<file path="src/sv/mf3_pkg.sv">
// Shared types, constants and compare helpers for the 3x3 median filter.
// No dependencies; every other file of the block imports this package.
`default_nettype none

package mf3_pkg;

    localparam int MAX_WIDTH = 2048;
    localparam int PIX_W     = 8;
    localparam int COL_W     = $clog2(MAX_WIDTH);
    localparam int ROW_W     = 12;
    localparam int WREG_W    = 12;
    localparam int HREG_W    = 13;
    localparam int YCNT_W    = 13;

    localparam logic [WREG_W-1:0] WIDTH_RESET  = WREG_W'(640);
    localparam logic [HREG_W-1:0] HEIGHT_RESET = HREG_W'(480);
    localparam logic [WREG_W-1:0] WIDTH_MAX    = WREG_W'(MAX_WIDTH);
    localparam logic [HREG_W-1:0] HEIGHT_MAX   = HREG_W'(4096);

    localparam int Q_DEPTH = 4;
    localparam int Q_PTR_W = $clog2(Q_DEPTH);
    localparam int Q_CNT_W = $clog2(Q_DEPTH + 1);

    localparam int APB_AW = 3;
    localparam int APB_DW = 32;

    localparam int WIN_N = 9;

    typedef enum logic {
        REG_WIDTH  = 1'b0,
        REG_HEIGHT = 1'b1
    } reg_idx_t;

    typedef enum logic {
        KIND_PIXEL = 1'b0,
        KIND_FLUSH = 1'b1
    } kind_t;

    typedef logic [PIX_W-1:0] pix_t;

    typedef struct packed {
        logic             is_pix;
        logic [COL_W-1:0] addr;
        pix_t             pixel;
        logic             emit0;
        logic             emit1;
        logic             interior;
        logic             frame_last;
        logic [COL_W-1:0] col0;
        logic [ROW_W-1:0] row;
    } q_entry_t;

    typedef struct packed {
        logic             emit0;
        logic             emit1;
        logic             interior;
        logic             frame_last;
        logic [COL_W-1:0] col0;
        logic [COL_W-1:0] col1;
        logic [ROW_W-1:0] row;
        pix_t             pass0;
        pix_t             pass1;
    } carry_t;

    typedef struct packed {
        logic             rd_en;
        logic [COL_W-1:0] rd_addr;
        logic             wr_en;
        logic [COL_W-1:0] wr_addr;
        pix_t             wr_up;
        pix_t             wr_mid;
    } ls_req_t;

    typedef struct packed {
        pix_t up;
        pix_t mid;
    } ls_data_t;

    function automatic pix_t min3(pix_t a, pix_t b, pix_t c);
        pix_t m;
        m = (a < b) ? a : b;
        return (c < m) ? c : m;
    endfunction

    function automatic pix_t max3(pix_t a, pix_t b, pix_t c);
        pix_t m;
        m = (a > b) ? a : b;
        return (c > m) ? c : m;
    endfunction

    function automatic pix_t med3(pix_t a, pix_t b, pix_t c);
        pix_t lo;
        pix_t hi;
        lo = (a < b) ? a : b;
        hi = (a < b) ? b : a;
        return (c < lo) ? lo : ((c > hi) ? hi : c);
    endfunction

endpackage

`default_nettype wire

</file>
<file path="src/sv/mf3_back.sv">
// Back end: line store access, 3x3 window, pipelined median and result
// register. Depends on mf3_pkg; drives mf3_line_store.
`default_nettype none

module mf3_back (
    input  wire logic                      aclk,
    input  wire logic                      aresetn,
    input  mf3_pkg::q_entry_t              q_head,
    input  wire logic                      q_not_empty,
    output logic                           q_pop,
    output mf3_pkg::ls_req_t               ls_req,
    input  mf3_pkg::ls_data_t              ls_rdata,
    output logic                           m_valid,
    input  wire logic                      m_ready,
    output logic [mf3_pkg::PIX_W-1:0]      m_filtered_value,
    output logic [mf3_pkg::COL_W-1:0]      m_out_col,
    output logic [mf3_pkg::ROW_W-1:0]      m_out_row,
    output logic                           m_run_last,
    output logic                           m_frame_last
);
    import mf3_pkg::*;

    logic     adv, last_showing;
    q_entry_t s1_reg;
    logic     v1_reg, v2_reg, v3_reg, v4_reg;
    carry_t   carry1, c2_reg, c3_reg, c4_reg;
    pix_t     win_reg  [WIN_N];
    pix_t     win_next [WIN_N];
    pix_t     sort_reg [WIN_N];
    pix_t     abc_reg  [3];

    logic             o_valid_reg, o_valid_next;
    logic             o_first_reg, o_first_next;
    logic             o_second_reg, o_second_next;
    logic             o_fl_reg;
    pix_t             o_val0_reg, o_val1_reg;
    logic [COL_W-1:0] o_col0_reg, o_col1_reg;
    logic [ROW_W-1:0] o_row_reg;

    assign last_showing = !(o_first_reg && o_second_reg);
    assign adv          = !(o_valid_reg && !(m_ready && last_showing));
    assign q_pop        = adv && q_not_empty;

    always_comb begin
        ls_req.rd_en   = adv;
        ls_req.rd_addr = q_head.addr;
        ls_req.wr_en   = adv && v1_reg && s1_reg.is_pix;
        ls_req.wr_addr = s1_reg.addr;
        ls_req.wr_up   = ls_rdata.mid;
        ls_req.wr_mid  = s1_reg.pixel;
    end

    always_comb begin
        for (int r = 0; r < 3; r++) begin
            win_next[r*3]   = win_reg[r*3+1];
            win_next[r*3+1] = win_reg[r*3+2];
        end
        win_next[2] = ls_rdata.up;
        win_next[5] = ls_rdata.mid;
        win_next[8] = s1_reg.pixel;
    end

    always_comb begin
        carry1.emit0      = s1_reg.emit0;
        carry1.emit1      = s1_reg.emit1;
        carry1.interior   = s1_reg.interior;
        carry1.frame_last = s1_reg.frame_last;
        carry1.col0       = s1_reg.col0;
        carry1.col1       = s1_reg.addr;
        carry1.row        = s1_reg.row;
        carry1.pass0      = s1_reg.is_pix ? win_reg[5] : ls_rdata.mid;
        carry1.pass1      = ls_rdata.mid;
    end

    always_ff @(posedge aclk) begin
        if (adv) begin
            s1_reg <= q_head;
            c2_reg <= carry1;
            c3_reg <= c2_reg;
            c4_reg <= c3_reg;
            if (v1_reg && s1_reg.is_pix) begin
                for (int i = 0; i < WIN_N; i++) begin
                    win_reg[i] <= win_next[i];
                end
            end
            for (int r = 0; r < 3; r++) begin
                sort_reg[r*3]   <= min3(win_reg[r*3], win_reg[r*3+1], win_reg[r*3+2]);
                sort_reg[r*3+1] <= med3(win_reg[r*3], win_reg[r*3+1], win_reg[r*3+2]);
                sort_reg[r*3+2] <= max3(win_reg[r*3], win_reg[r*3+1], win_reg[r*3+2]);
            end
            abc_reg[0] <= max3(sort_reg[0], sort_reg[3], sort_reg[6]);
            abc_reg[1] <= med3(sort_reg[1], sort_reg[4], sort_reg[7]);
            abc_reg[2] <= min3(sort_reg[2], sort_reg[5], sort_reg[8]);
            o_val0_reg <= c4_reg.interior ? med3(abc_reg[0], abc_reg[1], abc_reg[2])
                                          : c4_reg.pass0;
            o_val1_reg <= c4_reg.pass1;
            o_col0_reg <= c4_reg.col0;
            o_col1_reg <= c4_reg.col1;
            o_row_reg  <= c4_reg.row;
            o_fl_reg   <= c4_reg.frame_last;
        end
    end

    always_comb begin
        o_valid_next  = o_valid_reg;
        o_first_next  = o_first_reg;
        o_second_next = o_second_reg;
        if (adv) begin
            o_valid_next  = v4_reg && (c4_reg.emit0 || c4_reg.emit1);
            o_first_next  = c4_reg.emit0;
            o_second_next = c4_reg.emit1;
        end else if (m_ready) begin
            o_first_next = 1'b0;
        end
    end

    always_ff @(posedge aclk) begin
        if (!aresetn) begin
            v1_reg       <= 1'b0;
            v2_reg       <= 1'b0;
            v3_reg       <= 1'b0;
            v4_reg       <= 1'b0;
            o_valid_reg  <= 1'b0;
            o_first_reg  <= 1'b0;
            o_second_reg <= 1'b0;
        end else begin
            if (adv) begin
                v1_reg <= q_not_empty;
                v2_reg <= v1_reg;
                v3_reg <= v2_reg;
                v4_reg <= v3_reg;
            end
            o_valid_reg  <= o_valid_next;
            o_first_reg  <= o_first_next;
            o_second_reg <= o_second_next;
        end
    end

    assign m_valid          = o_valid_reg;
    assign m_filtered_value = o_first_reg ? o_val0_reg : o_val1_reg;
    assign m_out_col        = o_first_reg ? o_col0_reg : o_col1_reg;
    assign m_out_row        = o_row_reg;
    assign m_run_last       = last_showing;
    assign m_frame_last     = o_first_reg && o_fl_reg;

endmodule

`default_nettype wire

</file>
<file path="config.mk">
export PLATFORM = sky130hd
export DESIGN_NAME = mf3_back
export DESIGN_NICKNAME = d
export VERILOG_FILES = /design/src/sv/mf3_pkg.sv /design/src/sv/mf3_back.sv
export SDC_FILE = /design/constraint.sdc
export NUM_CORES = 1
export LEC_CHECK = 0
export BUFFER_PORTS_ARGS = -buffer_cell sky130_fd_sc_hd__buf_2
export CORE_ASPECT_RATIO = 1.75
export CORE_MARGIN = 2
export CORE_UTILIZATION = 40
export CTS_BUF_LIST = sky130_fd_sc_hd__clkbuf_4
export DETAILED_ROUTE_END_ITERATION = 10
export GPL_TIMING_DRIVEN = 0
export HOLD_SLACK_MARGIN = 0.05
export SLEW_MARGIN = 20
export SYNTH_ARGS = -nofsm -noshare
export SYNTH_HDL_FRONTEND = slang
export SYNTH_SLANG_ARGS = --single-unit
</file>
<file path="constraint.sdc">
create_clock -name aclk -period 17.2 [get_ports aclk]
set_input_delay 1.72 -clock aclk [delete_from_list [all_inputs] [get_ports aclk]]
set_output_delay 1.72 -clock aclk [all_outputs]
set_load 0.03 [all_outputs]
</file>
==> flow_metrics.py <==
metrics = {
    "status": {
        "status": "completed",
    },
    "setup_path": {
        "r2r-end": "sort_reg[0][14]$_DFFE_PN_",
        "cp.required_ns": 15.48,
        "arrival_ns": 3.59,
        "r2r_cells": 14,
        "path_class": "in2out",
        "slowest_delay_ns": 0.56,
        "cp_num_buf_inv": 5,
        "ff2ff_setup_slack_ns": 12.54,
        "worstSetupEndpointType": "output port",
        "cp-endpoint": "ls_req[39]",
        "cp-startpoint": "m_ready",
        "cp.depth": 7,
        "crit_chain": "buf_2, nand2_1, nand2_4, buf_16, buf_16, buf_4, buf_2",
        "r2r-start": "win_reg[0][15]$_DFFE_PP_",
        "slowest_stage": "nand2_4",
        "start_kind": "input port",
        "path_max_fanout": 57,
        "cp_top_family": "buffers and inverters",
    },
    "finish": {
        "area_delta_synth_final_pct": 14.3,
        "final_util": 0.463,
        "final_nets": 1919,
        "nFillCells": 4675,
        "drive_gt1_frac": 0.235,
        "final_common_cell": "edfxtp_1",
        "layout_common_cells": "428 x edfxtp_1, 174 x mux2i_1, 167 x ha_1",
    },
    "clock_network": {
        "root_buffer": "clkbuf_4",
        "cts_buffers": 97,
        "h-tree-depth": 3,
        "cts_buffer_depth": 3,
        "cts_tree": "yes",
        "post_cts_resized": 0,
        "cts_sinks": 435,
        "postCtsSetupRepairBufs": 0,
        "clkLatencyLatePin_ns": 0.81,
        "hold_buffers": 0,
        "clk_pin_slew_ns": 0.07,
    },
    "timing": {
        "max_slew_margin": 0.372,
        "tightest_slew_ns": 0.937,
        "skew_ns": 0.0481,
        "period_minus_slack_ns": 5.31,
        "finalSetupViolations": 0,
        "hold_viol_final": 0,
        "finalCritPeriodShare": 0.308,
        "tns_ns": 0,
        "rsz0062_at_grt": "no",
        "max_clock_freq_mhz": 188,
        "slew_viol_final": 0,
    },
    "synthesis": {
        "yosys_register_bits": 435,
        "syn-num-nets": 1672,
        "synth_compound_area_frac": 0.0755,
        "synthSimpleGateAreaFrac": 0.0463,
        "synth_edf_count": 428,
        "synth_top_family_by_area": "multiplexers",
        "syn_inst": 1438,
        "synth_xor_area_frac": 0,
        "synthDistinctLibCells": 61,
        "synthAdderAreaFrac": 0.100,
        "ys_seq_area_frac": 0.624,
        "synth_flop_cell": "edfxtp_1",
        "synthArstFlopShare": 0,
        "synthMuxAreaShare": 0.111,
        "ys_warn_count": 0,
        "syn_avg_cell_area_um2": 14.5,
        "syn-cell-area_um2": 20800,
    },
    "floorplanning": {
        "fp.dieArea_um2": 54000,
        "io_pins": 142,
        "die_x_um": 177,
        "core_um2": 51500,
        "die_y_um": 306,
        "initial_core_util": 0.405,
        "rows": 110,
    },
    "power_and_ir_drop": {
        "p_comb_frac": 0.244,
        "p_sw_mw": 0.860,
        "p_seq_frac": 0.474,
        "powerDensity_nw_per_um2": 119,
        "p_leak_nw": 10.2,
        "irDropWorstVdd_uv": 60.6,
        "p_clk_frac": 0.282,
        "internal-power_mw": 1.98,
        "switching_share": 0.303,
    },
    "drt": {
        "drt-total-wl_mm": 42.0,
        "ant_nets": 0,
        "drc": 0,
        "detail_route.wl_per_cell_um": 17.3,
        "drtIter0Drc": 452,
        "vias_per_cell": 4.99,
        "drtPass1Iterations": 4,
        "routed-via-count": 12102,
    },
    "run": {
        "cap_viol_max_count": 0,
    },
    "global_routing": {
        "grt_max_degree": 60,
        "grt_use_total": 0.157,
        "grt_overflow": 0,
        "grt_pass1_wl_mm": 65.1,
        "antenna_found_initial": 1,
        "grt_pass1_vias": 12671,
    },
    "min_path": {
        "min_path_type": "reg2reg",
    },
    "placement": {
        "gp_congestion": 0.864,
        "portBuffers": 141,
        "hpwl_mm": 31.5,
    },
}
area by class of cell:
cell class | instances | area, um^2 | share of cell area
Sequential cell | 435 | 13000 | 0.546
Multi-Input combinational cell | 812 | 6960 | 0.292
Clock buffer | 127 | 953 | 0.0400
Timing Repair Buffer | 148 | 891 | 0.0374
Tap cell | 672 | 841 | 0.0353
Inverter | 124 | 465 | 0.0195
Buffer | 67 | 434 | 0.0182
Clock inverter | 38 | 280 | 0.0118
Antenna cell | 1 | 2.50 | 0.000105
synth_stat cells (2+ instances only):
cell / number / area [um^2]
nor2_1: 59 / 221
inv_1: 124 / 465
o211ai_1: 14 / 105
ha_1: 167 / 2090
a21o_1: 23 / 173
o21ai_0: 21 / 105
mux2i_1: 174 / 1740
a21boi_0: 5 / 37.5
and2_1: 9 / 56.3
buf_4: 43 / 323
nor3_1: 7 / 35.0
nor2b_1: 22 / 138
nand2_1: 38 / 143
or3_1: 2 / 12.5
o31ai_4: 3 / 63.8
a21oi_1: 87 / 435
o221ai_2: 8 / 120
o21bai_1: 2 / 15.0
mux2_2: 44 / 495
o21ai_2: 2 / 17.5
mux2_1: 7 / 78.8
buf_2: 11 / 55.1
a221o_1: 4 / 40.0
nand3_1: 23 / 115
o31ai_1: 2 / 15.0
clkbuf_1: 11 / 41.3
a211oi_1: 5 / 37.5
nand2b_1: 3 / 18.8
a31oi_2: 2 / 25.0
o21ai_1: 9 / 45.0
nand4_1: 14 / 87.6
edfxtp_1: 428 / 12900
and4_1: 6 / 52.6
and3_1: 6 / 37.5
dfxtp_1: 7 / 140
o31a_1: 2 / 17.5
o21a_1: 17 / 128
a31oi_1: 4 / 25.0
worst min-delay path by stage:
stage	start	end	depth (start not counted)
2_1_floorplan	carry1[16]$_DFFE_PN_	c2_reg[16]$_DFFE_PN_	0
3_3_place_gp	c3_reg[29]$_DFFE_PN_	c4_reg[29]$_DFFE_PN_	0
3_5_place_dp	carry1[16]$_DFFE_PN_	c2_reg[16]$_DFFE_PN_	0
4_1_cts	c4_reg[7]$_DFFE_PN_	o_val1_reg[7]$_DFFE_PN_	0
5_1_grt	c4_reg[7]$_DFFE_PN_	o_val1_reg[7]$_DFFE_PN_	0
6_report	c4_reg[7]$_DFFE_PN_	o_val1_reg[7]$_DFFE_PN_	0
cell families after synthesis:
kind of cell,count (synthesis)
muxes,225
buffers and inverters,191
adders and majority gates,167
DFF,435
and+or+nand+nor,195
AOI/OAI and AO/OA,225
stage by stage:
step / hold slack (ns) / std cells / worst slack [ns] / total power, mW / cell area, um^2
after floorplan: 0.400 / 1438 / 4.99 / 1.86 / 20800
after global placement: 0.400 / 2251 / 1.71 / 2.04 / 22400
after detailed placement: 0.405 / 2258 / 11.86 / 2.06 / 22600
after CTS: 0.382 / 2423 / 11.87 / 2.88 / 23800
after global routing: 0.383 / 2424 / 11.72 / 3.00 / 23800
final: 0.393 / 2424 / 11.89 / 2.84 / 23800
routing by layer:
metal,up-vias,wire length (um),GRT usage
met4,0,1790,0.0803
met2,260,23800,0.308
met1,5772,14700,0.148
li1,5973,-,-
met3,97,1620,0.0347
met5,-,0,0
worst register-to-register path, stage by stage, from the launching register on:
cell,delay [ns]
edfxtp_1,0.40
inv_1,0.06
ha_1,0.33
a21oi_1,0.16
o21ai_0,0.28
nor2_1,0.28
clkbuf_1,0.52
mux2i_1,0.40
ha_1,0.29
and4_1,0.27
a221o_1,0.42
a21oi_1,0.21
buf_2,0.33
buf_4,0.28
mux2i_1,0.27
power groups by stage:
stage | Clock (mW) | Combinational (mW) | Sequential [mW]
2_1_floorplan | 0 | 0.517 | 1.34
5_1_grt | 0.883 | 0.767 | 1.35
4_1_cts | 0.836 | 0.696 | 1.35
3_3_place_gp | 0 | 0.671 | 1.37
6_report | 0.799 | 0.691 | 1.34
3_5_place_dp | 0 | 0.692 | 1.37
No activity file was read; power rests on OpenSTA's default activity.
