### src/sv/mf3_pkg.sv
// Shared types, constants and compare helpers for the 3x3 median filter.
// No dependencies; every other file of the block imports this package.
`default_nettype none

package mf3_pkg;

    localparam int MAX_WIDTH = 2048;
    localparam int PIX_W     = 8;
    localparam int COL_W     = $clog2(MAX_WIDTH);
    localparam int ROW_W     = 12;
    localparam int WREG_W    = 12;
    localparam int HREG_W    = 13;
    localparam int YCNT_W    = 13;

    localparam logic [WREG_W-1:0] WIDTH_RESET  = WREG_W'(640);
    localparam logic [HREG_W-1:0] HEIGHT_RESET = HREG_W'(480);
    localparam logic [WREG_W-1:0] WIDTH_MAX    = WREG_W'(MAX_WIDTH);
    localparam logic [HREG_W-1:0] HEIGHT_MAX   = HREG_W'(4096);

    localparam int Q_DEPTH = 4;
    localparam int Q_PTR_W = $clog2(Q_DEPTH);
    localparam int Q_CNT_W = $clog2(Q_DEPTH + 1);

    localparam int APB_AW = 3;
    localparam int APB_DW = 32;

    localparam int WIN_N = 9;

    typedef enum logic {
        REG_WIDTH  = 1'b0,
        REG_HEIGHT = 1'b1
    } reg_idx_t;

    typedef enum logic {
        KIND_PIXEL = 1'b0,
        KIND_FLUSH = 1'b1
    } kind_t;

    typedef logic [PIX_W-1:0] pix_t;

    typedef struct packed {
        logic             is_pix;
        logic [COL_W-1:0] addr;
        pix_t             pixel;
        logic             emit0;
        logic             emit1;
        logic             interior;
        logic             frame_last;
        logic [COL_W-1:0] col0;
        logic [ROW_W-1:0] row;
    } q_entry_t;

    typedef struct packed {
        logic             emit0;
        logic             emit1;
        logic             interior;
        logic             frame_last;
        logic [COL_W-1:0] col0;
        logic [COL_W-1:0] col1;
        logic [ROW_W-1:0] row;
        pix_t             pass0;
        pix_t             pass1;
    } carry_t;

    typedef struct packed {
        logic             rd_en;
        logic [COL_W-1:0] rd_addr;
        logic             wr_en;
        logic [COL_W-1:0] wr_addr;
        pix_t             wr_up;
        pix_t             wr_mid;
    } ls_req_t;

    typedef struct packed {
        pix_t up;
        pix_t mid;
    } ls_data_t;

    function automatic pix_t min3(pix_t a, pix_t b, pix_t c);
        pix_t m;
        m = (a < b) ? a : b;
        return (c < m) ? c : m;
    endfunction

    function automatic pix_t max3(pix_t a, pix_t b, pix_t c);
        pix_t m;
        m = (a > b) ? a : b;
        return (c > m) ? c : m;
    endfunction

    function automatic pix_t med3(pix_t a, pix_t b, pix_t c);
        pix_t lo;
        pix_t hi;
        lo = (a < b) ? a : b;
        hi = (a < b) ? b : a;
        return (c < lo) ? lo : ((c > hi) ? hi : c);
    endfunction

endpackage

`default_nettype wire

### src/sv/mf3_queue.sv
// Short request queue between the front end and the back end.
// Depends on mf3_pkg for the entry type and depth.
`default_nettype none

module mf3_queue (
    input  wire logic         aclk,
    input  wire logic         aresetn,
    input  wire logic         push,
    input  mf3_pkg::q_entry_t push_data,
    input  wire logic         pop,
    output mf3_pkg::q_entry_t head,
    output logic              not_empty,
    output logic              full
);
    import mf3_pkg::*;

    q_entry_t             entry_reg [Q_DEPTH];
    logic [Q_PTR_W-1:0]   wr_ptr_reg, rd_ptr_reg;
    logic [Q_CNT_W-1:0]   count_reg, count_next;
    logic                 do_pop;

    assign not_empty = (count_reg != '0);
    assign full      = (count_reg == Q_CNT_W'(Q_DEPTH));
    assign head      = entry_reg[rd_ptr_reg];
    assign do_pop    = pop && not_empty;

    always_comb begin
        count_next = count_reg;
        if (push && !do_pop) begin
            count_next = count_reg + Q_CNT_W'(1);
        end else if (!push && do_pop) begin
            count_next = count_reg - Q_CNT_W'(1);
        end
    end

    always_ff @(posedge aclk) begin
        if (push) begin
            entry_reg[wr_ptr_reg] <= push_data;
        end
    end

    always_ff @(posedge aclk) begin
        if (!aresetn) begin
            wr_ptr_reg <= '0;
            rd_ptr_reg <= '0;
            count_reg  <= '0;
        end else begin
            count_reg <= count_next;
            if (push) begin
                wr_ptr_reg <= wr_ptr_reg + Q_PTR_W'(1);
            end
            if (do_pop) begin
                rd_ptr_reg <= rd_ptr_reg + Q_PTR_W'(1);
            end
        end
    end

endmodule

`default_nettype wire

### config.mk
export PLATFORM = sky130hd
export DESIGN_NAME = mf3_queue
export DESIGN_NICKNAME = d
export VERILOG_FILES = /design/src/sv/mf3_pkg.sv /design/src/sv/mf3_queue.sv
export SDC_FILE = /design/constraint.sdc
export NUM_CORES = 1
export LEC_CHECK = 0
export ABC_AREA = 1
export BUFFER_PORTS_ARGS = -buffer_cell sky130_fd_sc_hd__buf_2
export CAP_MARGIN = 10
export CELL_PAD_IN_SITES_DETAIL_PLACEMENT = 1
export CELL_PAD_IN_SITES_GLOBAL_PLACEMENT = 1
export CORE_MARGIN = 2
export CORE_UTILIZATION = 35
export DETAILED_ROUTE_END_ITERATION = 10
export PLACE_DENSITY = 0.57
export SETUP_SLACK_MARGIN = 0.1
export SYNTH_ARGS = -nofsm -noshare
export SYNTH_HDL_FRONTEND = slang
export SYNTH_SLANG_ARGS = --single-unit
### constraint.sdc
create_clock -name aclk -period 2.6 [get_ports aclk]
set_input_delay 0.26 -clock aclk [delete_from_list [all_inputs] [get_ports aclk]]
set_output_delay 0.26 -clock aclk [all_outputs]
set_load 0.02 [all_outputs]
==> summary.md, run 1 <==
| Metric | Value |
|---|---|
| Clock transition at path regs | `about 0.070 ns` |
| R2r startpoint | `count_reg[0]` |
| Ratio of cells with drive above 1 in the final layout | `0.325` |
| Die extent in x | `between 150 and 200 microns` |
| Height of the chip | `154 microns` |
| Boundary Pins | `100` |
| RSZ-0062 raised after global routing | `false` |
| Clock Tree Buf Depth | `2` |
| Layout Nets | `around 670` |
| Post-CTS sizing | `0` |
| Via-to-Cell Ratio | `about 5` |
| Dpl ws | `0.745 ns` |
| GRT Util Overall | `0.152` |
| Pleak | `about 0.0031 uW` |
| Inst Count DP | `between 800 and 900` |
| HP Start | `push_data[19]` |
| Starting Density | `0.358` |
| IR drop worst, VDD | `about 0.49 mV` |
| Root Buffer Master | `clkbuf_16` |
| Postcts setup bufs | `0` |
| Maxcap violations | `0` |
| H-Tree Depth | `4` |
| Layout area overhead | `17.0%` |
| Via count | `about 4500` |
| PwrDens | `914 nW/um^2` |
| Number of CTS-inserted buffers | `17` |
| Vias in the first global route | `~4900` |
| Cell area after synthesis | `7840 sq um` |
| Syn Area/Cell | `15.1 sq um` |
| Cell Chain, Critical Path | `buf_4, o21ai_0, o22ai_1, buf_2` |
| 1st-iter DRT viols | `approximately 250` |
| CORE AREA | `about 22000 sq um` |
| Routability cong. | `about 0.71` |
| Final Setup Violations | `0` |
| Post-synthesis sequential area ratio | `0.743` |
| Number of flip-flops in the largest register | `roughly 190` |
| Worst slew pin tran | `about 0.57 ns` |
| Reg-to-reg slack, setup | `between 0.7 and 0.8 ns` |
| Clock skew | `between 0.007 and 0.008 ns` |
| Non-Filler Instances | `910` |
| Crit path to | `head[27]` |
| Die area | `approximately 24000 sq um` |
| R2r endpoint | `count_reg[2]` |
| Yosys warns | `0` |
| Setup crit start kind | `flip-flop` |
| Max Freq | `around 460 MHz` |
| Pin count of the biggest net entering global routing | `95` |
| Number of synthesized register bits | `approximately 200` |
| Worst-case reg-to-reg path depth | `12` |
| Outcome | `finished clean` |
| Filler Cell Count | `around 2300` |
| Final worst slack | `0.415 ns` |
| Slew HR | `0.619` |
| Final min period | `around 2.2 ns` |
| Worst-skew pair later-pin latency | `around 0.42 ns` |
| Critical-path top delay cell | `buf_4` |
| CP Class | `reg -> out` |
| GRT overflow | `0` |
| Distinct cells, synth | `23` |
| Cts hold-fix bufs | `0` |
| Arrival time at the worst endpoint | `approximately 1.9 ns` |
| Min-delay worst type | `in -> reg` |
| First drt pass iteration count | `4` |
| Max incr delay on CP | `0.48 ns` |
| Crit Path Max Fanout | `47` |
| Max-slew violations | `0` |
| Wire per inst | `between 15 and 20 microns` |
| Row count | `54` |
| Routed wire length | `17500 microns` |
| Worst path required time | `roughly 2.3 ns` |
| Drt drc | `0` |
| Kind of end point of the critical path | `output pin` |
| Initial antenna violation count | `5` |
| Post-DP HPWL | `between 10000 and 15000 microns` |
| CTS tree | `built` |
| First-pass GRT wire length | `~27000 microns` |
| Antenna viol nets, final | `0` |
| Synthesized instance count | `518` |
| IO buf count | `99` |
| Setup TNS | `0 ns` |
| Final hold vios | `0` |
| Crit share post-route | `0.840` |
| Synthesized Nets | `roughly 580` |
| Clock sinks | `~200` |
## layout make-up
type,instances,area (sq um),area share
antenna,2,5.00,0.000546
clock buffer,17,425,0.0464
clock inverter,15,105,0.0115
inverter,16,62.6,0.00682
multi-input combinational,275,1730,0.189
sequential,197,5830,0.636
tap,280,350,0.0382
timing repair buffer,108,663,0.0723
## cells in the final DEF (no fill, tap or decap)
| master | n |
|---|---|
| inv_1 | 9 |
| dfxtp_2 | 1 |
| nor2_1 | 73 |
| clkinv_1 | 2 |
| edfxtp_1 | 188 |
| o22ai_2 | 27 |
| clkinvlp_4 | 4 |
| o21ai_0 | 84 |
| clkinv_4 | 2 |
| a21oi_1 | 5 |
| dfxtp_1 | 7 |
| buf_2 | 99 |
| nand3_1 | 3 |
| clkinv_2 | 3 |
| nand2_1 | 15 |
| buf_4 | 1 |
| inv_2 | 6 |
| dfxtp_4 | 1 |
| buf_12 | 8 |
| nor2_4 | 27 |
| o21ai_1 | 10 |
| fa_1 | 1 |
| ha_1 | 5 |
| inv_4 | 1 |
| diode_2 | 2 |
| inv_6 | 4 |
| o22ai_1 | 20 |
| clkbuf_16 | 17 |
| o21ai_2 | 3 |
| nor3_1 | 1 |
| xor2_1 | 1 |
## worst max-delay path, delay by kind of cell, from the launching register on
| kind | cells | cell delay, ns |
|---|---|---|
| compound gates | 2 | 0.45 |
| buf+inv | 2 | 0.70 |
| flops | 1 | 0.33 |
## metrics by stage
stage | hold WS, ns | cell area, sq um | total power (uW) | utilization
final | 0.0477 | 9170 | 8390 | 0.419
after global routing | 0.0263 | 9170 | 8800 | 0.419
after CTS | 0.0223 | 9170 | 8510 | 0.419
after detailed placement | 0.476 | 8640 | 6140 | 0.395
after global placement | 0.471 | 8640 | 6060 | 0.395
after floorplan | 0.359 | 7840 | 5430 | -
## power by group
| part | total (uW) | switching (uW) | internal (uW) |
|---|---|---|---|
| clock | 2370 | 1150 | 1230 |
| combinational | 2300 | 1570 | 723 |
| sequential | 3720 | 69.9 | 3650 |
| total | 8390 | 2790 | 5600 |
## cell families after synthesis
family	count (synthesis)	share of synthesized area
adders and majority gates	6	0.0105
buffers and inverters	46	0.0364
DFF	197	0.743
xor gates and xnor gates	1	0.00112
and+or+nand+nor	119	0.0835
AOI/OAI and AO/OA	149	0.126
## synth_stat cells, drive strengths merged
| master | count | area (sq um) |
|---|---|---|
| nand3 | 3 | 15.0 |
| clkbuf | 10 | 37.5 |
| o21ai | 97 | 497 |
| xor2 | 1 | 8.76 |
| nor3 | 1 | 5.00 |
| nor2 | 100 | 578 |
| ha | 5 | 62.6 |
| a21oi | 5 | 25.0 |
| o22ai | 47 | 463 |
| inv | 16 | 62.6 |
| dfxtp | 9 | 180 |
| buf | 20 | 185 |
| fa | 1 | 20.0 |
| nand2 | 15 | 56.3 |
| edfxtp | 188 | 5650 |
## worst min path at each step
stage                       end  cells past startpoint
2_1_floorplan   entry_reg[0][0]                      0
3_3_place_gp    entry_reg[0][0]                      1
3_5_place_dp   entry_reg[0][29]                      1
4_1_cts        entry_reg[1][19]                      1
5_1_grt        entry_reg[0][19]                      1
6_report       entry_reg[3][19]                      1
## layer usage
layer	global-route usage	wire (microns)
met5	0	37
met3	0.0459	738
met4	0.0555	353
met1	0.179	7410
met2	0.262	8930
Note: power is estimated with default switching activity, not from simulation.
==> run 2: changes to the inputs <==
--- a/config.mk
+++ b/config.mk
@@ -13,7 +13,7 @@
 export CORE_MARGIN = 2
 export CORE_UTILIZATION = 35
 export DETAILED_ROUTE_END_ITERATION = 10
-export PLACE_DENSITY = 0.57
+export PLACE_DENSITY = 0.59
 export SETUP_SLACK_MARGIN = 0.1
 export SYNTH_ARGS = -nofsm -noshare
 export SYNTH_HDL_FRONTEND = slang
==> constraint.sdc (replaced) <==
create_clock -name aclk -period 2 [get_ports aclk]
set_input_delay 0.2 -clock aclk [delete_from_list [all_inputs] [get_ports aclk]]
set_output_delay 0.2 -clock aclk [all_outputs]
set_load 0.02 [all_outputs]
==> summary.md, run 2 (synthesis gave the netlist of run 1 again) <==
| Metric | Value |
|---|---|
| CP Class | `reg -> out` |
| Maxcap violations | `0 (unchanged)` |
| Layout Nets | `726 (+8.0%)` |
| Wire per inst | `18.4 microns (-4.1%)` |
| Min-delay worst type | `in -> reg` |
| CORE AREA | `21900 sq um (unchanged)` |
| Crit share post-route | `0.920` |
| Routed wire length | `17700 microns (+1.5%)` |
| Final hold vios | `0 (unchanged)` |
| Antenna viol nets, final | `0 (unchanged)` |
| Seq pwr share | `0.429 (-0.014)` |
| Max Freq | `544 MHz` |
| H-Tree Depth | `4 (unchanged)` |
| Number of CTS-inserted buffers | `17 (unchanged)` |
| Die extent in x | `154 microns (unchanged)` |
| R2r startpoint | `count_reg[1]` |
| Arrival time at the worst endpoint | `1.64 ns (-0.28 ns)` |
| CTS tree | `built` |
| R2r endpoint | `count_reg[2]` |
| IO buf count | `99 (unchanged)` |
| Reg-to-reg slack, setup | `0.27 ns (-0.47 ns)` |
| Initial antenna violation count | `1 (-4)` |
| Clock transition at path regs | `0.07 ns (about the same)` |
| GRT overflow | `0 (unchanged)` |
| Number of flip-flops in the largest register | `188 (unchanged)` |
| NetSw | `3660 uW (+31%)` |
| Worst-skew pair later-pin latency | `0.42 ns (about the same)` |
| Worst path required time | `1.80 ns (-0.54 ns)` |
| Clock network fraction of total power | `0.281 (-0.002)` |
| Root Buffer Master | `clkbuf_16` |
| Post-DP HPWL | `10500 microns (+2.0%)` |
| Ratio of cells with drive above 1 in the final layout | `0.312 (-0.0125)` |
| First drt pass iteration count | `4 (unchanged)` |
| Comb pwr share | `0.290 (+0.016)` |
| First-pass GRT wire length | `27600 microns (+2.1%)` |
| Layout area overhead | `25.1%` |
| Switch share | `0.324 (-0.00841)` |
| Crit path to | `head[3]` |
| 1st-iter DRT viols | `207 (-17%)` |
| Inst Count DP | `883 (+0.80%)` |
| Vias in the first global route | `5094 (+3.8%)` |
| Worst-case reg-to-reg path depth | `12 (unchanged)` |
| Commonest non-fill, non-tap cell in the layout | `edfxtp_1` |
| IR drop worst, VDD | `0.650 mV (+34%)` |
| Crit Path Max Fanout | `11 (-77%)` |
| Row count | `54 (unchanged)` |
| Starting Density | `0.358 (unchanged)` |
| Kind of end point of the critical path | `output pin` |
| Setup TNS | `0 ns (unchanged)` |
| Pin count of the biggest net entering global routing | `48 (-49%)` |
| Final Setup Violations | `0 (unchanged)` |
| Max-slew violations | `0 (unchanged)` |
| Clock Tree Buf Depth | `2 (unchanged)` |
| Clock skew | `0.00722 ns (-0.000605 ns)` |
| Internal power | `7640 uW (+36%)` |
| PwrDens | `1150 nW/um^2 (+26%)` |
| Slew HR | `0.781 (+0.161)` |
| GRT Util Overall | `0.152 (+0.000356)` |
| Via-to-Cell Ratio | `4.91 (-1.4%)` |
| Worst slew pin tran | `0.329 ns (-0.242 ns)` |
| Most frequent cells in the layout | `edfxtp_1 (188), buf_2 (99), o21ai_0 (84)` |
| Setup crit start kind | `flip-flop` |
| Via count | `4724 (+4.3%)` |
| Pleak | `0.00340 uW (+8.2%)` |
| Final min period | `between 1.5 and 2 ns` |
| Routability cong. | `0.714 (+0.51%)` |
| RSZ-0062 raised after global routing | `true` |
| Height of the chip | `154 microns (unchanged)` |
| Die area | `23600 sq um (unchanged)` |
| Outcome | `finished clean` |
| Non-Filler Instances | `963 (+5.8%)` |
| Drt drc | `0 (unchanged)` |
| Clock sinks | `197 (unchanged)` |
| Boundary Pins | `100 (unchanged)` |
run 2: cell count changes in the layout (fill, tap and decap cells not counted), sizes merged:
| cell | previous run | this run |
|---|---|---|
| buf | 108 | 115 |
| inv | 20 | 17 |
| diode | 2 | 1 |
| bufinv | 0 | 1 |
| dlygate4sd3 | 0 | 45 |
| clkinv | 7 | 2 |
| clkbuf | 17 | 23 |
| clkinvlp | 4 | 7 |
run 2: final cells by class:
type	instances	area [sq um]
clock inverter	11	103
inverter	16	77.6
tap	280	350
antenna	1	2.50
clock buffer	21	440
fill	2258	12100
sequential	197	5830
multi-input combinational	275	1740
timing repair buffer	162	1270
run 2: worst min-delay path by stage:
| stage | from | to | depth (start not counted) |
|---|---|---|---|
| floorplan | push_data[0] | entry_reg[0][0] | 0 |
| global placement | push_data[14] | entry_reg[0][14] | 1 |
| detailed placement | push_data[9] | entry_reg[2][9] | 1 |
| CTS | push_data[30] | entry_reg[3][30] | 1 |
| global route | push_data[30] | entry_reg[1][30] | 1 |
| finish | push_data[30] | entry_reg[2][30] | 1 |
run 2: power groups by stage:
stage | clock network, uW | registers [uW] | logic (uW)
after CTS | 3250 | 4840 | 3170
final | 3170 | 4850 | 3270
after floorplan | 0 | 4900 | 2150
after global placement | 0 | 4910 | 2990
after detailed placement | 0 | 4930 | 3060
after global routing | 3420 | 4880 | 3570
run 2: worst max-delay path: stages (launching register included):
cell and delay (ns):
dfxtp_4 0.42, inv_8 0.10, clkbuf_16 0.21, o21ai_0 0.23, o22ai_2 0.09, buf_2 0.17
run 2: metrics by stage:
step	setup slack, ns	area, sq um	util	hold slack, ns	total power, uW
after global placement	0.304	8680	0.397	0.409	7900
after CTS	0.0914	9700	0.443	0.00102	11300
after floorplan	0.113	7850	-	0.299	7060
after detailed placement	0.245	8680	0.397	0.418	7990
final	0.161	9810	0.448	0.0121	11300
after global routing	0.0681	9810	0.448	-0.0000188	11900
run 2: metal layers:
metal	part of all wire	vias to the layer above	global-route usage	wire [microns]
li1	-	2232	-	-
met1	0.43	2408	0.187	7700
met2	0.52	71	0.271	9220
met3	0.036	13	0.0361	647
met4	0.0094	0	0.0367	167
met5	0	-	0	0
run 2: what timing repair did:
item | CTS | global route
hold buffers | 45 | 0
endpoints found under the hold margin | 180 | 0
setup buffers | 0 | 0
resized for setup | 5 | 17
endpoints found under the setup margin | 26 | 47
cloned | 0 | 2
