==> src/sv/mf3_pkg.sv <==
// Shared types, constants and compare helpers for the 3x3 median filter.
// No dependencies; every other file of the block imports this package.
`default_nettype none

package mf3_pkg;

    localparam int MAX_WIDTH = 2048;
    localparam int PIX_W     = 8;
    localparam int COL_W     = $clog2(MAX_WIDTH);
    localparam int ROW_W     = 12;
    localparam int WREG_W    = 12;
    localparam int HREG_W    = 13;
    localparam int YCNT_W    = 13;

    localparam logic [WREG_W-1:0] WIDTH_RESET  = WREG_W'(640);
    localparam logic [HREG_W-1:0] HEIGHT_RESET = HREG_W'(480);
    localparam logic [WREG_W-1:0] WIDTH_MAX    = WREG_W'(MAX_WIDTH);
    localparam logic [HREG_W-1:0] HEIGHT_MAX   = HREG_W'(4096);

    localparam int Q_DEPTH = 4;
    localparam int Q_PTR_W = $clog2(Q_DEPTH);
    localparam int Q_CNT_W = $clog2(Q_DEPTH + 1);

    localparam int APB_AW = 3;
    localparam int APB_DW = 32;

    localparam int WIN_N = 9;

    typedef enum logic {
        REG_WIDTH  = 1'b0,
        REG_HEIGHT = 1'b1
    } reg_idx_t;

    typedef enum logic {
        KIND_PIXEL = 1'b0,
        KIND_FLUSH = 1'b1
    } kind_t;

    typedef logic [PIX_W-1:0] pix_t;

    typedef struct packed {
        logic             is_pix;
        logic [COL_W-1:0] addr;
        pix_t             pixel;
        logic             emit0;
        logic             emit1;
        logic             interior;
        logic             frame_last;
        logic [COL_W-1:0] col0;
        logic [ROW_W-1:0] row;
    } q_entry_t;

    typedef struct packed {
        logic             emit0;
        logic             emit1;
        logic             interior;
        logic             frame_last;
        logic [COL_W-1:0] col0;
        logic [COL_W-1:0] col1;
        logic [ROW_W-1:0] row;
        pix_t             pass0;
        pix_t             pass1;
    } carry_t;

    typedef struct packed {
        logic             rd_en;
        logic [COL_W-1:0] rd_addr;
        logic             wr_en;
        logic [COL_W-1:0] wr_addr;
        pix_t             wr_up;
        pix_t             wr_mid;
    } ls_req_t;

    typedef struct packed {
        pix_t up;
        pix_t mid;
    } ls_data_t;

    function automatic pix_t min3(pix_t a, pix_t b, pix_t c);
        pix_t m;
        m = (a < b) ? a : b;
        return (c < m) ? c : m;
    endfunction

    function automatic pix_t max3(pix_t a, pix_t b, pix_t c);
        pix_t m;
        m = (a > b) ? a : b;
        return (c > m) ? c : m;
    endfunction

    function automatic pix_t med3(pix_t a, pix_t b, pix_t c);
        pix_t lo;
        pix_t hi;
        lo = (a < b) ? a : b;
        hi = (a < b) ? b : a;
        return (c < lo) ? lo : ((c > hi) ? hi : c);
    endfunction

endpackage

`default_nettype wire

==> src/sv/mf3_front.sv <==
// Front end: raster position counters, item classification and request issue.
// Depends on mf3_pkg; feeds mf3_queue.
`default_nettype none

module mf3_front (
    input  wire logic                       aclk,
    input  wire logic                       aresetn,
    input  wire logic                       s_valid,
    output logic                            s_ready,
    input  wire logic                       s_kind,
    input  wire logic [mf3_pkg::PIX_W-1:0]  s_pixel_value,
    input  wire logic [mf3_pkg::WREG_W-1:0] width_cfg,
    input  wire logic [mf3_pkg::HREG_W-1:0] height_cfg,
    input  wire logic                       q_full,
    input  wire logic                       clearing,
    output logic                            q_push,
    output mf3_pkg::q_entry_t               q_data
);
    import mf3_pkg::*;

    logic [COL_W-1:0]  x_reg, x_next;
    logic [COL_W-1:0]  c_reg, c_next;
    logic [YCNT_W-1:0] y_reg, y_next;
    logic [WREG_W-1:0] w_eff, w_m1, x_ext, c_ext;
    logic [HREG_W-1:0] h_eff, h_m1;
    logic [YCNT_W-1:0] y_m1;
    logic              is_flush, active, end_row, flush_last, interior;

    always_comb begin
        w_eff = width_cfg;
        if (width_cfg == '0) begin
            w_eff = WREG_W'(1);
        end else if (width_cfg > WIDTH_MAX) begin
            w_eff = WIDTH_MAX;
        end
        h_eff = height_cfg;
        if (height_cfg == '0) begin
            h_eff = HREG_W'(1);
        end else if (height_cfg > HEIGHT_MAX) begin
            h_eff = HEIGHT_MAX;
        end
    end

    assign w_m1  = w_eff - WREG_W'(1);
    assign h_m1  = h_eff - HREG_W'(1);
    assign y_m1  = y_reg - YCNT_W'(1);
    assign x_ext = WREG_W'(x_reg);
    assign c_ext = WREG_W'(c_reg);

    assign is_flush   = (s_kind == KIND_FLUSH);
    assign active     = is_flush ? (y_reg >= h_eff) : (y_reg < h_eff);
    assign end_row    = (x_ext >= w_m1);
    assign flush_last = (c_ext >= w_m1);
    assign interior   = (x_reg >= COL_W'(2)) && (y_reg >= YCNT_W'(2)) &&
                        ((w_eff == WREG_W'(1)) || (x_ext + WREG_W'(1) <= w_eff));

    assign s_ready = !q_full && !clearing;
    assign q_push  = s_valid && s_ready && active;

    always_comb begin
        q_data.is_pix     = !is_flush;
        q_data.addr       = is_flush ? c_reg : x_reg;
        q_data.pixel      = s_pixel_value;
        q_data.emit0      = is_flush || ((y_reg != '0) && (x_reg != '0));
        q_data.emit1      = !is_flush && (y_reg != '0) && end_row;
        q_data.interior   = !is_flush && interior;
        q_data.frame_last = is_flush && flush_last;
        q_data.col0       = is_flush ? c_reg : (x_reg - COL_W'(1));
        q_data.row        = is_flush ? h_m1[ROW_W-1:0] : y_m1[ROW_W-1:0];
    end

    always_comb begin
        x_next = x_reg;
        y_next = y_reg;
        c_next = c_reg;
        if (q_push) begin
            if (is_flush) begin
                if (flush_last) begin
                    c_next = '0;
                    x_next = '0;
                    y_next = '0;
                end else begin
                    c_next = c_reg + COL_W'(1);
                end
            end else if (end_row) begin
                x_next = '0;
                y_next = y_reg + YCNT_W'(1);
            end else begin
                x_next = x_reg + COL_W'(1);
            end
        end
    end

    always_ff @(posedge aclk) begin
        if (!aresetn) begin
            x_reg <= '0;
            y_reg <= '0;
            c_reg <= '0;
        end else begin
            x_reg <= x_next;
            y_reg <= y_next;
            c_reg <= c_next;
        end
    end

endmodule

`default_nettype wire

==> config.mk <==
export PLATFORM = sky130hd
export DESIGN_NAME = mf3_front
export DESIGN_NICKNAME = d
export VERILOG_FILES = /design/src/sv/mf3_pkg.sv /design/src/sv/mf3_front.sv
export SDC_FILE = /design/constraint.sdc
export NUM_CORES = 1
export LEC_CHECK = 0
export ABC_AREA = 1
export ABC_CLOCK_PERIOD_IN_PS = 7200
export BUFFER_PORTS_ARGS = -buffer_cell sky130_fd_sc_hd__buf_4
export CORE_MARGIN = 2
export CORE_UTILIZATION = 47
export CTS_BUF_LIST = sky130_fd_sc_hd__clkbuf_8
export CTS_CLUSTER_SIZE = 12
export DETAILED_ROUTE_END_ITERATION = 7
export HOLD_SLACK_MARGIN = 0.03
export PLACE_DENSITY = 0.75
export RECOVER_POWER = 25
export SLEW_MARGIN = 10
export SYNTH_ARGS = -nofsm -noshare
export SYNTH_HDL_FRONTEND = slang
export SYNTH_SLANG_ARGS = --single-unit
==> constraint.sdc <==
create_clock -name aclk -period 7.2 [get_ports aclk]
set_input_delay 1.08 -clock aclk [delete_from_list [all_inputs] [get_ports aclk]]
set_output_delay 1.08 -clock aclk [all_outputs]
set_load 0.02 [all_outputs]
==> qor.txt, run 1 <==
Sequential area share after synthesis -> 14.7%
Area growth, synth to finish -> 11.0%
Post-synthesis compound-gate area fraction -> 9.84%
Crit. End Element -> output pin
PortBufs -> 71
Die height -> 105 um
Initial Utilization -> 48.4%
XOR/XNOR Fraction of Synth Area -> 6.26%
Buffer and inverter count on the worst path -> 4
Clock Skews -> 0.0104 ns
Peak supply drop -> 0.0000874 V
Number of global-route vias before repair -> 4,474
Sw Share -> 37.9%
CTS Sinks -> 35
Final Cycle Share -> 81.8%
Synth Area in Simple Gates -> 42.5%
NetSw -> 0.203 mW
Nets -> 946
Final hold vios -> 0
Top FF cell, synth -> dfxtp_1
WP data arrival -> 4.81 ns
Synthesized Nets -> 902
Number of synthesized flops with an enable pin -> 0
FF-to-FF setup slack -> 4.60 ns
Fin crit period -> 5.89 ns
CTS Hold Bufs -> 0
Initial drt markers -> 356
Internal power -> 0.332 mW
H-tree depth -> 2
Power share of the clock group -> 26.6%
Synth Warn # -> 0
P per Cell Area -> 101 nW/um^2
Setup TNS -> 0 ns
Die Width -> 105 um
Final Routed Wirelength -> 12.8 mm
Routed Antenna Nets -> 0
Setup Buffers After CTS -> 0
Syn Inst Count -> 805
P_leak -> 2.65 nW
Synthesized cell area -> 4760 sq um
CP Launch Type -> primary input
Root Buffer -> clkbuf_8
Comb pwr share -> 36.5%
Failing checks -> capacitance limit, slew limit
Die area -> 10,900 sq um
Worst setup path class -> in -> out
Most common cell after layout, fill and taps aside -> nand2_1
Final setup viols -> 0
Share of power burned in registers -> 36.9%
Critical-path top delay cell -> clkbuf_1
Tot GR Track Use -> 23.7%
Worst-path cell chain -> clkbuf_1 -> inv_2 -> nand2_1 -> nand2_1 -> inv_1 -> ha_1 -> nand4_1 -> nor2_1 -> nand2_1 -> nand2_1 -> nand2_1 -> buf_4
Fin util -> 53.8%
Synth Area in Adders -> 15.3%
DR WL/cell -> 13.0 um
ANT cells -> 0
Mux share of post-synthesis cell area -> 0%
Crit-path leading delay family -> buffers and inverters
Tightest Pin Transition -> 2.54 ns
TritonCTS Buffers -> 5
Total power draw -> 0.534 mW
Most frequent cells in the layout -> 252 x nand2_1, 101 x nor2_1, 87 x inv_1
Detailed placement HPWL -> 10.2 mm
Avg Inst Size Synth -> 5.91 sq um
Top cell by count, worst path -> nand2_1
Netlist cell types -> 38
CP peak stage delay -> 1.77 ns
Clock Path Buffers -> 2
RePlAce Congestion -> 0.924
Slew margin rel. -> -69.5%
Pre-antenna DRT Iters -> 5
CTS tree -> yes
Synthesis-stage register bit count -> 35
# IOs -> 88
Antenna violations before repair -> 0
Largest family of logic cells by synthesized area -> simple AND/OR/NAND/NOR gates
Worst-path clk slew -> 0.07 ns
DRC violations left -> 0
Max reg flops -> 13
Crit Path Max Fanout -> 59
Status -> finished with violations
Via density -> 5.18
Fmax -> 0.170 GHz
Layout cells sized above 1 -> 9.88%
Async S/R FF share, synth -> 0%
Core Region -> 9820 sq um
Vias post-DR -> 5,093
Site Rows -> 36
First-pass GRT wire length -> 21.6 mm
Post-CTS Resized -> 0
Largest net degree at the start of global routing -> 60
Max_cap viols -> 1
Worst EP required -> 6.12 ns
Congestion Overflow GR -> 0
Pins Over Slew Limit -> 60
Worst-Skew Late Latency -> 0.30 ns
Worst min path class -> reg -> reg
RSZ-0062 raised after global routing -> no
stage by stage:
step	worst slack (ns)	instances	area, sq um	hold slack [ns]
6_report	1.31	983	5280	0.537
3_5_place_dp	1.85	975	5240	0.530
3_3_place_gp	1.92	975	5240	0.523
2_1_floorplan	2.52	805	4760	0.479
4_1_cts	1.86	983	5330	0.539
5_1_grt	0.788	983	5280	0.551
path summary, 6_finish.rpt:
kind	start	end	cells past startpoint
setup / recovery	s_kind	q_data[8]	12
hold / removal	y_reg[12]	y_reg[12]	2
setup reg to reg	y_reg[8]	x_reg[1]	11
hold reg to reg	y_reg[12]	y_reg[12]	2
tightest hold or removal path, stage by stage, from the launching register on:
cell and delay [ns]:
dfxtp_1 0.35, nand2_1 0.08, a21oi_1 0.06
final cells by class:
class,instances,area [sq um]
inverter,88,330
timing repair buffer,71,488
tap,133,166
clock buffer,5,68.8
clock inverter,3,16.3
multi-input combinational,648,3510
sequential,35,701
fill,1051,4540
power by group through the flow:
stage          Sequential [mW]  Clock (mW)  Combinational (mW)
5_1_grt                  0.197       0.154               0.219
6_report                 0.197       0.142               0.195
2_1_floorplan            0.200           0               0.138
3_3_place_gp             0.201           0               0.194
3_5_place_dp             0.201           0               0.195
4_1_cts                  0.197       0.145               0.196
cells in the mapped netlist, types with 3 or more instances:
master    count  area [sq um]
a21oi_1      44           220
buf_2        12          60.1
buf_4        11          82.6
buf_6         4          45.0
clkbuf_1      6          22.5
dfxtp_1      35           701
ha_1         58           726
inv_1        86           323
nand2_1     252           946
nand2_2       5          31.3
nand3_1      62           310
nand3b_1      8          60.1
nand4_1      14          87.6
nor2_1      101           379
nor3_1       12          60.1
nor3b_1       3          22.5
o21ai_0      32           160
xnor2_1       6          52.6
xor2_1       28           245
layer usage:
layer | share of wire, % | vias up | GRT usage [%]
li1 | - | 2669 | -
met1 | 49 | 2253 | 34.8
met2 | 43 | 152 | 36.9
met3 | 5.7 | 19 | 2.74
met4 | 1.6 | 0 | 5.71
met5 | 0 | - | 0
cells by family (layout without fill, tap and decap cells):
kind of cell,after synthesis,in the layout
AND/OR/NAND/NOR,469,469
buffers and inverters,122,167
AO/OA/AOI/OAI,87,87
adder cells (fa/ha/maj),58,58
flip-flops,35,35
XOR/XNOR,34,34
(Power assumes the default switching activity.)
==> run 2: changes to the inputs <==
Settings changed: ABC_CLOCK_PERIOD_IN_PS 7200 to 5620.
Clock period 7.2 ns to 5.62 ns, I/O delays scaled along.
==> qor.txt, run 2 (synthesis gave the netlist of run 1 again) <==
ANT cells -> 0 (unchanged)
Detailed placement HPWL -> 10.3 mm (+0.51%)
Site Rows -> 36 (unchanged)
Pre-antenna DRT Iters -> 5 (unchanged)
Die Width -> 105 um (unchanged)
CTS Hold Bufs -> 0 (unchanged)
CTS Sinks -> 35 (unchanged)
Clock Skews -> 0.00534 ns (-0.00505 ns)
Worst-path clk slew -> 0.07 ns (about the same)
Worst-Skew Late Latency -> 0.29 ns (about the same)
DRC violations left -> 0 (unchanged)
Die height -> 105 um (unchanged)
Final Cycle Share -> 84.6%
CP Launch Type -> primary input
Slew margin rel. -> 32.7% (+100 points)
Area growth, synth to finish -> 11.2%
First-pass GRT wire length -> 21.3 mm (-1.5%)
WP data arrival -> 3.91 ns (-0.90 ns)
RSZ-0062 raised after global routing -> no
Nets -> 947 (+0.11%)
Fmax -> 0.210 GHz
Via density -> 5.17 (-0.20%)
Fin util -> 53.9% (+0.077 points)
Reg2reg end -> x_reg[10]
Post-CTS Resized -> 0 (unchanged)
Routed Antenna Nets -> 0 (unchanged)
# IOs -> 88 (unchanged)
FILL cells -> 1,057 (+0.57%)
Crit. End Element -> output pin
Crit-path leading delay family -> simple AND/OR/NAND/NOR gates
Core Region -> 9820 sq um (unchanged)
Top cell by count, worst path -> nand2_1
Setup crit end -> q_data[23]
Congestion Overflow GR -> 0 (unchanged)
TritonCTS Buffers -> 5 (unchanged)
PortBufs -> 71 (unchanged)
Fin crit period -> 4.75 ns
Final setup viols -> 0 (unchanged)
Crit Path Max Fanout -> 13 (-78%)
Most frequent cells in the layout -> 252 x nand2_1, 101 x nor2_1, 89 x inv_1
H-tree depth -> 2 (unchanged)
Initial drt markers -> 338 (-5.1%)
Worst min path class -> reg -> reg
Status -> finished, final reports clean
Final Routed Wirelength -> 12.8 mm (about the same)
Crit Reg-Reg Startpoint -> y_reg[8]
Tot GR Track Use -> 23.4% (-0.31 points)
Most common cell after layout, fill and taps aside -> nand2_1
CTS tree -> yes
DR WL/cell -> 13.0 um (about the same)
Die area -> 10,900 sq um (unchanged)
Worst-path cell chain -> buf_4 -> nor2_1 -> nand2_1 -> nor2_1 -> nand2_1 -> nand2_1 -> o21ai_0 -> ha_1 -> nand2_1 -> nor2_1 -> nand2_1 -> xor2_1 -> ha_1 -> nand3_1 -> inv_1 -> a21oi_2 -> nand3_1 -> buf_4 -> nand2_1 -> inv_1 -> buf_4
RePlAce Congestion -> 0.932 (+0.93%)
Root Buffer -> clkbuf_8
Worst EP required -> 4.78 ns (-1.34 ns)
Initial Utilization -> 48.4% (unchanged)
Clock Path Buffers -> 2 (unchanged)
Peak supply drop -> 0.000108 V (+24%)
Critical path depth -> 21 (+9)
P_leak -> 2.67 nW (+0.58%)
Setup Buffers After CTS -> 0 (unchanged)
Final hold vios -> 0 (unchanged)
Layout cells sized above 1 -> 9.87% (-0.012 points)
Register-to-Register Path Depth -> 11 (unchanged)
Critical-path top delay cell -> o21ai_0
Beginning of the critical path -> width_cfg[6]
CP peak stage delay -> 0.32 ns (-1.45 ns)
FF-to-FF setup slack -> 3.09 ns (-1.51 ns)
Max_cap viols -> 0 (-1)
Worst setup path class -> in -> out
Max reg flops -> 13 (unchanged)
Number of global-route vias before repair -> 4,389 (-1.9%)
Buffer and inverter count on the worst path -> 5 (+1)
Tightest Pin Transition -> 1.01 ns (-1.53 ns)
Largest net degree at the start of global routing -> 60 (unchanged)
Vias post-DR -> 5,088 (-0.098%)
Pins Over Slew Limit -> 0 (-100%)
Setup TNS -> 0 ns (unchanged)
Antenna violations before repair -> 0 (unchanged)
P per Cell Area -> 129 nW/um^2 (+27%)
## run 2: power by group
| part | internal, mW | switching [mW] |
|---|---|---|
| clock network | 0.0835 | 0.0941 |
| logic | 0.0904 | 0.160 |
| registers | 0.249 | 0.00300 |
## run 2: per-stage QoR
step                      instance area, sq um  instances  power, mW  setup slack (ns)  hold WS [ns]
final                                     5290        984      0.680             0.867         0.537
after global routing                      5290        984      0.728             0.475         0.567
after CTS                                 5330        984      0.686             0.894         0.536
after detailed placement                  5250        976      0.509             0.894         0.524
after global placement                    5250        976      0.507             0.999         0.520
after floorplan                           4760        805      0.433              1.41         0.479
## run 2: how the worst min path moves through the flow
stage | end | slack, ns | depth (start not counted) | start
3_3_place_gp | y_reg[12] | 0.52 | 2 | y_reg[12]
2_1_floorplan | y_reg[12] | 0.48 | 2 | y_reg[12]
5_1_grt | y_reg[12] | 0.57 | 2 | y_reg[12]
3_5_place_dp | y_reg[12] | 0.52 | 2 | y_reg[12]
4_1_cts | y_reg[12] | 0.54 | 2 | y_reg[12]
6_report | y_reg[12] | 0.54 | 2 | y_reg[12]
## run 2: area by class of cell
type	instances	area [sq um]	share of cell area [%]
Clock buffer	5	68.8	1.30
Inverter	88	330	6.25
Clock inverter	3	12.5	0.237
Timing Repair Buffer	72	499	9.44
Tap cell	133	166	3.15
Sequential cell	35	701	13.2
Multi-Input combinational cell	648	3510	66.4
## run 2: metal layers
layer	up-vias	GRT usage, %	part of all wire [%]
met5	-	0	0
met4	0	5.71	1.5
met3	18	2.99	6.9
met2	147	36.1	43
met1	2253	34.4	49
li1	2670	-	-
## run 2: tightest hold or removal path, cell delays in order, from the launching register on
cell,delay [ns]
dfxtp_1,0.36
nand2_1,0.08
a21oi_1,0.06
==> run 3: changes to the inputs <==
Settings changed: ABC_AREA 1 to 0, ABC_CLOCK_PERIOD_IN_PS 5620 to 3800, PLACE_DENSITY 0.75 to 0.79.
Clock period 5.62 ns to 3.8 ns, I/O delays scaled along.
==> qor.txt, run 3 <==
Number of synthesized flops with an enable pin -> 0 (unchanged)
Via density -> 6.20 (+20%)
Worst-path clk slew -> 0.08 ns (about the same)
Worst min path class -> reg -> reg
Netlist cell types -> 61 (+61%)
Antenna violations before repair -> 0 (unchanged)
Peak supply drop -> 0.000129 V (+19%)
Worst-Skew Late Latency -> 0.30 ns (about the same)
Synth top area share -> 17.2% (-2.7 points)
CP peak stage delay -> 0.55 ns (+0.23 ns)
Most frequent cell after synthesis -> nand2_1
RSZ-0062 raised after global routing -> yes
Worst EP required -> 3.23 ns (-1.55 ns)
Fmax -> 0.237 GHz
Clock Path Buffers -> 2 (unchanged)
Async S/R FF share, synth -> 0% (unchanged)
P per Cell Area -> 193 nW/um^2 (+50%)
Dpl cell area -> 5230 sq um (-0.41%)
Main area contributors after synthesis -> ha_1 17%, dfxtp_1 17%, o21ai_0 5.8%, nand2_1 5.7%, a21oi_1 4.7%
DR WL/cell -> 17.9 um (+37%)
Pins Over Slew Limit -> 0 (unchanged)
Initial drt markers -> 351 (+3.8%)
CTS Hold Bufs -> 0 (unchanged)
Initial Utilization -> 48.4% (-0.052 points)
Crit. End Element -> output pin
Cell taking the most area after synthesis -> ha_1
Pre-antenna DRT Iters -> 5 (unchanged)
Synthesized Nets -> 672 (-25%)
Avg Inst Size Synth -> 7.34 sq um (+24%)
Vias post-DR -> 4,915 (-3.4%)
Max_cap viols -> 0 (unchanged)
Largest net degree at the start of global routing -> 33 (-45%)
Placed cell count -> 776 (-20%)
Nets -> 781 (-18%)
Detailed placement HPWL -> 11.0 mm (+7.0%)
CTS Sinks -> 35 (unchanged)
Number of global-route vias before repair -> 4,667 (+6.3%)
Status -> finished with violations
Fin util -> 64.4% (+11 points)
Synthesis-stage register bit count -> 35 (unchanged)
Die height -> 98.8 um (-5.6%)
TritonCTS Buffers -> 5 (unchanged)
Root Buffer -> clkbuf_8
Routed Antenna Nets -> 0 (unchanged)
Tot GR Track Use -> 27.9% (+4.5 points)
Most common cell after layout, fill and taps aside -> buf_4
Slew margin rel. -> 59.9% (+27 points)
WHS -> 0.559 ns (+0.0218 ns)
Die Width -> 98.8 um (-5.6%)
Sequential area share after synthesis -> 16.6% (+1.9 points)
Synth cell count leaders -> 64 x nand2_1, 58 x ha_1, 49 x o21ai_0
PortBufs -> 71 (unchanged)
Buffer and inverter count on the worst path -> 3 (-2)
Crit Path Max Fanout -> 4 (-9)
First-pass GRT wire length -> 22.6 mm (+5.9%)
Synthesized cell area -> 4220 sq um (-11%)
Final setup viols -> 20 (+20)
Worst-path cell chain -> buf_6 -> or4_4 -> nor3_4 -> a21o_1 -> nand2_2 -> ha_4 -> inv_4 -> nor2_1 -> o22a_1 -> ha_1 -> and4_1 -> o21ai_1 -> o311a_1 -> or2_4 -> nor2_4 -> and2_4 -> buf_6
CTS tree -> yes
H-tree depth -> 2 (unchanged)
Tightest Pin Transition -> 0.601 ns (-0.408 ns)
Top FF cell, synth -> dfxtp_1
Layout cells sized above 1 -> 29.8% (+20 points)
Critical-path top delay cell -> or4_4
DRC violations left -> 0 (unchanged)
Finished Cell Area -> 5620 sq um (+6.3%)
Final hold vios -> 0 (unchanged)
Congestion Overflow GR -> 0 (unchanged)
ANT cells -> 0 (unchanged)
RePlAce Congestion -> 0.948 (+1.7%)
Max reg flops -> 13 (unchanged)
Synth Warn # -> 0 (unchanged)
Failing checks -> setup timing
Final Routed Wirelength -> 14.2 mm (+10%)
# IOs -> 88 (unchanged)
Most frequent cells in the layout -> 122 x buf_4, 60 x nand2_1, 54 x ha_1
Die area -> 9750 sq um (-11%)
CP Launch Type -> primary input
Syn Inst Count -> 575 (-29%)
P_leak -> 2.49 nW (-6.6%)
Final Cycle Share -> 111%
Site Rows -> 34 (-5.6%)
Setup TNS -> -2.19 ns (-2.19 ns)
Core Region -> 8720 sq um (-11%)
Top cell by count, worst path -> buf_6
Area growth, synth to finish -> 33.2%
Crit-path leading delay family -> simple AND/OR/NAND/NOR gates
Finished Layout Cells -> 793 (-19%)
Final worst slack -> -0.411 ns (-1.28 ns)
Worst setup path class -> in -> out
WP data arrival -> 3.64 ns (-0.27 ns)
Clock Skews -> 0.00622 ns (+0.000883 ns)
Fin crit period -> 4.21 ns
## run 3: worst min-delay path: stages, from the launching register on
cell,delay [ns]
dfxtp_1,0.36
o21ai_0,0.09
a21oi_1,0.06
## run 3: kinds of logic after synthesis
logic type	Yosys count	share of synthesized area, %
muxes	8	1.99
buffers and inverters	56	5.81
AOI/OAI and AO/OA	155	22.9
and+or+nand+nor	224	27.4
DFF	35	16.6
xor gates and xnor gates	39	8.09
adders and majority gates	58	17.2
## run 3: metrics by stage
step / total power, mW / setup slack (ns)
3_5_place_dp: 0.752 / -0.574
3_3_place_gp: 0.741 / -0.433
2_1_floorplan: 0.600 / -0.170
4_1_cts: 1.07 / -0.397
6_report: 1.09 / -0.411
5_1_grt: 1.14 / -0.553
## run 3: repair_timing
action                                  4_1_cts  5_1_grt
gates cloned                                  0        2
endpoints found under the setup margin       24       37
gates resized for setup                      29       27
buffers inserted                              6        1
pin swaps                                    19       13
## run 3: cell type report
type                            count  area (sq um)
Multi-Input combinational cell    485          3560
Fill cell                         699          3100
Timing Repair Buffer              133          1030
Sequential cell                    35           701
Tap cell                          108           135
Inverter                           24          96.3
Clock buffer                        6          82.6
Clock inverter                      2          16.3
## run 3: worst paths after layout
check | start | endpoint | slack (ns) | cells after the start
worst max-delay path | width_cfg[5] | q_data[25] | -0.41 | 17
worst min-delay path | y_reg[12] | y_reg[12] | 0.56 | 2
worst max register to register | y_reg[10] | y_reg[7] | 0.85 | 8
worst min register to register | y_reg[12] | y_reg[12] | 0.56 | 2
## run 3: per-layer routing
metal  GRT usage [%]  wire length [um]
met5               0                 0
met2            45.7              6560
met4            9.38               378
met1            38.0              6160
met3            3.55              1050
## run 3: report_power, final
| group | internal (mW) | switching, mW | leakage, nW |
|---|---|---|---|
| logic | 0.185 | 0.228 | 2.16 |
| registers | 0.367 | 0.000528 | 0.282 |
| clock network | 0.148 | 0.157 | 0.0474 |
| total | 0.700 | 0.385 | 2.49 |
